## src/hdl/nca_pkg.sv

```systemverilog
package nca_pkg;

  // Fixed field widths of the item and result channels.
  localparam int COORD_W  = 16;
  localparam int CLU_IN_W = 4;
  localparam int DIM_IN_W = 4;
  localparam int CFG_W    = 5;
  localparam int ID_W     = 5;

  // Squared difference of two Q8.8 values is an unsigned Q16.16 value below 2^32;
  // the distance sums are unsigned Q24.16 and saturate.
  localparam int MAG_W = 16;
  localparam int SQ_W  = 32;
  localparam int SUM_W = 40;

  localparam logic [SUM_W-1:0] SUM_MAX = '1;

  typedef enum logic {
    OP_LOAD  = 1'b0,
    OP_POINT = 1'b1
  } opcode_t;

  typedef enum logic {
    REG_CLUSTER_COUNT   = 1'b0,
    REG_DIMENSION_COUNT = 1'b1
  } cfg_reg_t;

  // Enables for the arithmetic stages inside every cell.
  typedef struct packed {
    logic diff_en;
    logic sq_en;
    logic acc_en;
  } pipe_ctl_t;

endpackage

```

## src/hdl/nca_ram.sv

```systemverilog
module nca_ram #(
  parameter int WIDTH = 16,
  parameter int DEPTH = 16,
  localparam int AW = (DEPTH > 1) ? $clog2(DEPTH) : 1
) (
  input  logic             clk,
  input  logic             wr_en,
  input  logic [AW-1:0]    wr_addr,
  input  logic [WIDTH-1:0] wr_data,
  input  logic             rd_en,
  input  logic [AW-1:0]    rd_addr,
  output logic [WIDTH-1:0] rd_data
);

  logic [WIDTH-1:0] mem_r [DEPTH];
  logic [WIDTH-1:0] rd_data_r;

  always_ff @(posedge clk) begin
    if (wr_en) begin
      mem_r[wr_addr] <= wr_data;
    end
    if (rd_en) begin
      rd_data_r <= mem_r[rd_addr];
    end
  end

  assign rd_data = rd_data_r;

endmodule

```

## src/hdl/nca_cell.sv

```systemverilog
module nca_cell import nca_pkg::*; #(
  parameter int CELL_ID  = 0,
  parameter int MAX_DIMS = 16,
  parameter int CIW      = 4,
  parameter int CNTW     = 5,
  localparam int AW = (MAX_DIMS > 1) ? $clog2(MAX_DIMS) : 1
) (
  input  logic                      clk,
  input  logic                      rst_n,
  input  logic [CNTW-1:0]           used_clusters,
  input  logic                      ld_en,
  input  logic [CLU_IN_W-1:0]       ld_cluster,
  input  logic                      rd_en,
  input  logic [AW-1:0]             addr,
  input  logic signed [COORD_W-1:0] item_value,
  input  pipe_ctl_t                 ctl,
  input  logic signed [COORD_W-1:0] p1_coord,
  input  logic                      tok_vld_i,
  input  logic                      tok_have_i,
  input  logic [SUM_W-1:0]          tok_sum_i,
  input  logic [CIW-1:0]            tok_idx_i,
  output logic                      tok_vld_o,
  output logic                      tok_have_o,
  output logic [SUM_W-1:0]          tok_sum_o,
  output logic [CIW-1:0]            tok_idx_o
);

  logic                      wr_en;
  logic                      in_use;
  logic signed [COORD_W-1:0] centroid;
  logic signed [COORD_W:0]   diff_nxt;
  logic signed [COORD_W:0]   diff_r;
  logic [MAG_W-1:0]          mag;
  logic [SQ_W-1:0]           sq_nxt;
  logic [SQ_W-1:0]           sq_r;
  logic [SUM_W:0]            acc_wide;
  logic [SUM_W-1:0]          sum_nxt;
  logic [SUM_W-1:0]          sum_r;
  logic                      take_own;
  logic                      tok_vld_r;
  logic                      tok_have_r;
  logic [SUM_W-1:0]          tok_sum_r;
  logic [CIW-1:0]            tok_idx_r;

  assign wr_en  = ld_en && (32'(ld_cluster) == 32'(CELL_ID));
  assign in_use = CNTW'(CELL_ID) < used_clusters;

  nca_ram #(
    .WIDTH (COORD_W),
    .DEPTH (MAX_DIMS)
  ) u_ram (
    .clk     (clk),
    .wr_en   (wr_en),
    .wr_addr (addr),
    .wr_data (item_value),
    .rd_en   (rd_en),
    .rd_addr (addr),
    .rd_data (centroid)
  );

  // Exact 17-bit difference, then its magnitude squared.
  assign diff_nxt = $signed({centroid[COORD_W-1], centroid})
                  - $signed({p1_coord[COORD_W-1], p1_coord});
  assign mag      = diff_r[COORD_W] ? MAG_W'(-diff_r) : MAG_W'(diff_r);
  assign sq_nxt   = SQ_W'(mag) * SQ_W'(mag);
  assign acc_wide = {1'b0, sum_r} + (SUM_W+1)'(sq_r);
  assign sum_nxt  = acc_wide[SUM_W] ? SUM_MAX : acc_wide[SUM_W-1:0];

  // Strictly smaller wins, so a tie keeps the lower index already in the token.
  assign take_own = in_use && (!tok_have_i || (sum_r < tok_sum_i));

  always_ff @(posedge clk) begin
    if (ctl.diff_en) begin
      diff_r <= diff_nxt;
    end
    if (ctl.sq_en) begin
      sq_r <= sq_nxt;
    end
    tok_have_r <= tok_have_i || in_use;
    tok_sum_r  <= take_own ? sum_r : tok_sum_i;
    tok_idx_r  <= take_own ? CIW'(CELL_ID) : tok_idx_i;
  end

  always_ff @(posedge clk) begin
    if (!rst_n) begin
      sum_r     <= '0;
      tok_vld_r <= 1'b0;
    end else begin
      tok_vld_r <= tok_vld_i;
      if (tok_vld_i) begin
        sum_r <= '0;
      end else if (ctl.acc_en && in_use) begin
        sum_r <= sum_nxt;
      end
    end
  end

  assign tok_vld_o  = tok_vld_r;
  assign tok_have_o = tok_have_r;
  assign tok_sum_o  = tok_sum_r;
  assign tok_idx_o  = tok_idx_r;

endmodule

```

## config.mk

```make
export PLATFORM = sky130hd
export DESIGN_NAME = nca_cell
export DESIGN_NICKNAME = d
export VERILOG_FILES = /design/src/hdl/nca_pkg.sv /design/src/hdl/nca_ram.sv /design/src/hdl/nca_cell.sv
export SDC_FILE = /design/constraint.sdc
export NUM_CORES = 1
export LEC_CHECK = 0
export ABC_AREA = 1
export BUFFER_PORTS_ARGS = -buffer_cell sky130_fd_sc_hd__buf_2
export CAP_MARGIN = 10
export CORE_MARGIN = 1
export CORE_UTILIZATION = 45
export DETAILED_ROUTE_END_ITERATION = 10
export PLACE_DENSITY = 0.68
export SYNTH_ARGS = -nofsm -noshare
export SYNTH_HDL_FRONTEND = slang
export SYNTH_SLANG_ARGS = --single-unit
```

## constraint.sdc

```tcl
create_clock -name clk -period 8.3 [get_ports clk]
set_input_delay 0.83 -clock clk [delete_from_list [all_inputs] [get_ports clk]]
set_output_delay 0.83 -clock clk [all_outputs]
set_load 0.1 [all_outputs]
```

==> impl_metrics.env <==
export IMPL_worst_endpoint_required_ns=8.62
export IMPL_synthSimpleGateAreaFrac_pct=15.96
export IMPL_synth_common_cells="527 x nand2_1, 474 x inv_1, 320 x edfxtp_1"
export IMPL_layout_area_seq_mm2=0.01133
export IMPL_syn2layout_area_growth_pct=11.79
export IMPL_worst_setup_path_type="reg -> reg"
export IMPL_ys_async_sr_fraction_pct=0
export IMPL_cp_depth=30
export IMPL_crit_fanout=9
export IMPL_fmax_ghz=0.1339
export IMPL_yosysWarningCount=0
export IMPL_grt_pass1_vias=20220
export IMPL_cts_sinks=406
export IMPL_synth_area_mm2=0.02666
export IMPL_hold_violations=0
export IMPL_placed_cell_area_mm2=0.02823
export IMPL_use_met1_pct=28.08
export IMPL_crit_buf_inv=7
export IMPL_cts_hold_buffers=0
export IMPL_drive_above_1_share_pct=11.03
export IMPL_worst_pin_slew_ns=1.065
export IMPL_synth_top_flop_cell="edfxtp_1"
export IMPL_crit_path_frequent_cell="fa_1"
export IMPL_dieArea_mm2=0.06022
export IMPL_grt_util_met2_pct=38.74
export IMPL_grt_use_met3_pct=3.132
export IMPL_yosysMostFrequentCell="nand2_1"
export IMPL_grt_pass1_wl_um=105300
export IMPL_synthAdderAreaFrac_pct=21.10
export IMPL_drt_iter0_markers=1498
export IMPL_seq_area_frac_synth_pct=42.50
export IMPL_arrival_ns=7.78
export IMPL_post_drt_wl_per_cell_um=17.52
export IMPL_synth_top_area_share_pct=36.04
export IMPL_htree_levels=2
export IMPL_postRouteAntennaNets=0
export IMPL_io_pins=144
export IMPL_hold_start="tok_vld_i"
export IMPL_diodes=0
export IMPL_synth_top_family_by_area="adder cells"
export IMPL_multiInputGateArea_mm2=0.01314
export IMPL_grt_usage_pct=22.32
export IMPL_cp_startpoint="diff_r[0]"
export IMPL_synth_edf_count=320
export IMPL_clkTransAtPathRegs_ns=0.06
export IMPL_synth_area_mux_share_pct=0.03754
export IMPL_die_y_um=245.4
export IMPL_chipWidth_um=245.4
export IMPL_critPathMaxStageDelay_ns=0.54
export IMPL_drcViolationCount=0
export IMPL_period_share_pct=89.97
export IMPL_drt_total_wl_um=65840
export IMPL_cts_resized=0
export IMPL_grt_antenna_before_repair=2
export IMPL_hpwl_um=49120
export IMPL_dr_total_vias=19810
export IMPL_gp_congestion=0.9453
export IMPL_cpLargestDelayFamily="adder cells"
export IMPL_vias_per_cell=5.271
export IMPL_rsz0062_at_grt="no"
export IMPL_coreArea_mm2=0.05814
export IMPL_top_usage_layer="met2"
export IMPL_hold_class="in -> reg"
export IMPL_worstSkewPairLatency_ns=0.60
export IMPL_grt_max_degree=69
export IMPL_skew_ns=0.02770
export IMPL_synth_cell_types=55
export IMPL_synth_xor_area_share_pct=2.722
export IMPL_start_util_pct=45.86
export IMPL_synth_seq_cells=406
export IMPL_setup_violations=0
export IMPL_crit_slowest_cell="fa_1"
export IMPL_postLayoutCoreUtil_pct=51.27
export IMPL_outcome="complete, no violations"
export IMPL_row_count=88
export IMPL_post_route_min_period_ns=7.467
export IMPL_final_nets=3404
export IMPL_slew_violations=0
export IMPL_cap_violations=0
export IMPL_globalRouteOverflowTotal=0
export IMPL_syn_area_per_cell_um2=9.488
export IMPL_clock_path_buffers=3
export IMPL_cts_tree="done"
export IMPL_cts_buffers=45
export IMPL_worstRegToRegCells=30
export IMPL_rr_startpoint="diff_r[0]"
export IMPL_fill_cells=5214
export IMPL_end_kind="flop"
export IMPL_syn_inst=2810
export IMPL_holdPathStages=3
export IMPL_io_buffers=143
export IMPL_synth_area_leaders="edfxtp_1 36%, fa_1 12%, ha_1 8.6%"
export IMPL_postCtsSetupBuffers=0
export IMPL_synth_compound_area_share_pct=9.428
export IMPL_tns_ns=0
export IMPL_slew_headroom_pct=28.91
export IMPL_cts_root_buf="clkbuf_16"
export IMPL_final_design_area_no_fill_mm2=0.02980
export IMPL_synthesis_nets=3258
export IMPL_cp_start_kind="flop"
export IMPL_dr_pass1_iters=6
export IMPL_yosysTopAreaCell="edfxtp_1"
-- cells in the final DEF, fill, tap and decap left out, drive strengths merged, types with 50 or more instances in the layout --
master / instances
buf: 171
ha: 184
nand3: 111
nor2: 250
edfxtp: 320
clkbuf: 54
xor2: 50
a21oi: 162
inv: 499
a22oi: 129
o21ai: 74
fa: 166
nand2: 539
dfxtp: 86
-- registers in the layout, indices dropped and copies added (netlist names) --
name,cells
sum_r,40
tok_vld_o,1
tok_have_o,1
tok_sum_o,40
u_ram.mem_r,256
tok_idx_o,4
sq_r,31
diff_r,17
u_ram.rd_data,16
-- through the flow --
stage,instances,setup WS [ns],hold slack [ns]
2_1_floorplan,2810,1.397,0.4667
3_3_place_gp,3674,1.017,0.5158
3_5_place_dp,3674,0.8639,0.5159
4_1_cts,3758,0.8241,0.3959
5_1_grt,3758,0.2848,0.4101
6_report,3758,0.8328,0.4307
-- cells by family after synthesis --
family	Yosys count
AO/OA/AOI/OAI	415
XOR/XNOR	76
adder cells (fa/ha/maj)	350
buffers and inverters	571
flip-flops	406
multiplexers	1
AND/OR/NAND/NOR	991
-- worst register-to-register path, delay by kind of cell, from the launching register on --
family,cells,cell delay (ns)
fa+ha+maj,8,3.59
xor+xnor,2,0.65
flops,1,0.52
buf+inv,7,0.66
simple gates,10,1.30
compound gates,3,0.49
-- routing by layer --
layer / vias to the layer above / wire [um]
met5: - / 21
met4: 4 / 2142
met3: 136 / 3880
met2: 592 / 32740
met1: 9539 / 27050
li1: 9536 / -
-- layout make-up --
cell class | instances | area share, %
Clock buffer | 54 | 3.992
Clock inverter | 30 | 1.289
Inverter | 499 | 6.284
Multi-Input combinational cell | 1833 | 44.10
Sequential cell | 406 | 38.02
Tap cell | 765 | 3.211
Timing Repair Buffer | 171 | 3.107
-- final timing paths --
kind | endpoint | slack (ns)
worst min register to register | tok_sum_o[3] | 0.51
worst min-delay path | tok_vld_o | 0.43
worst max register to register | sq_r[27] | 0.83
worst max-delay path | sq_r[27] | 0.83
Power is not shown: default switching activity piles up to over one toggle a cycle in this logic, so the estimate is an artifact.
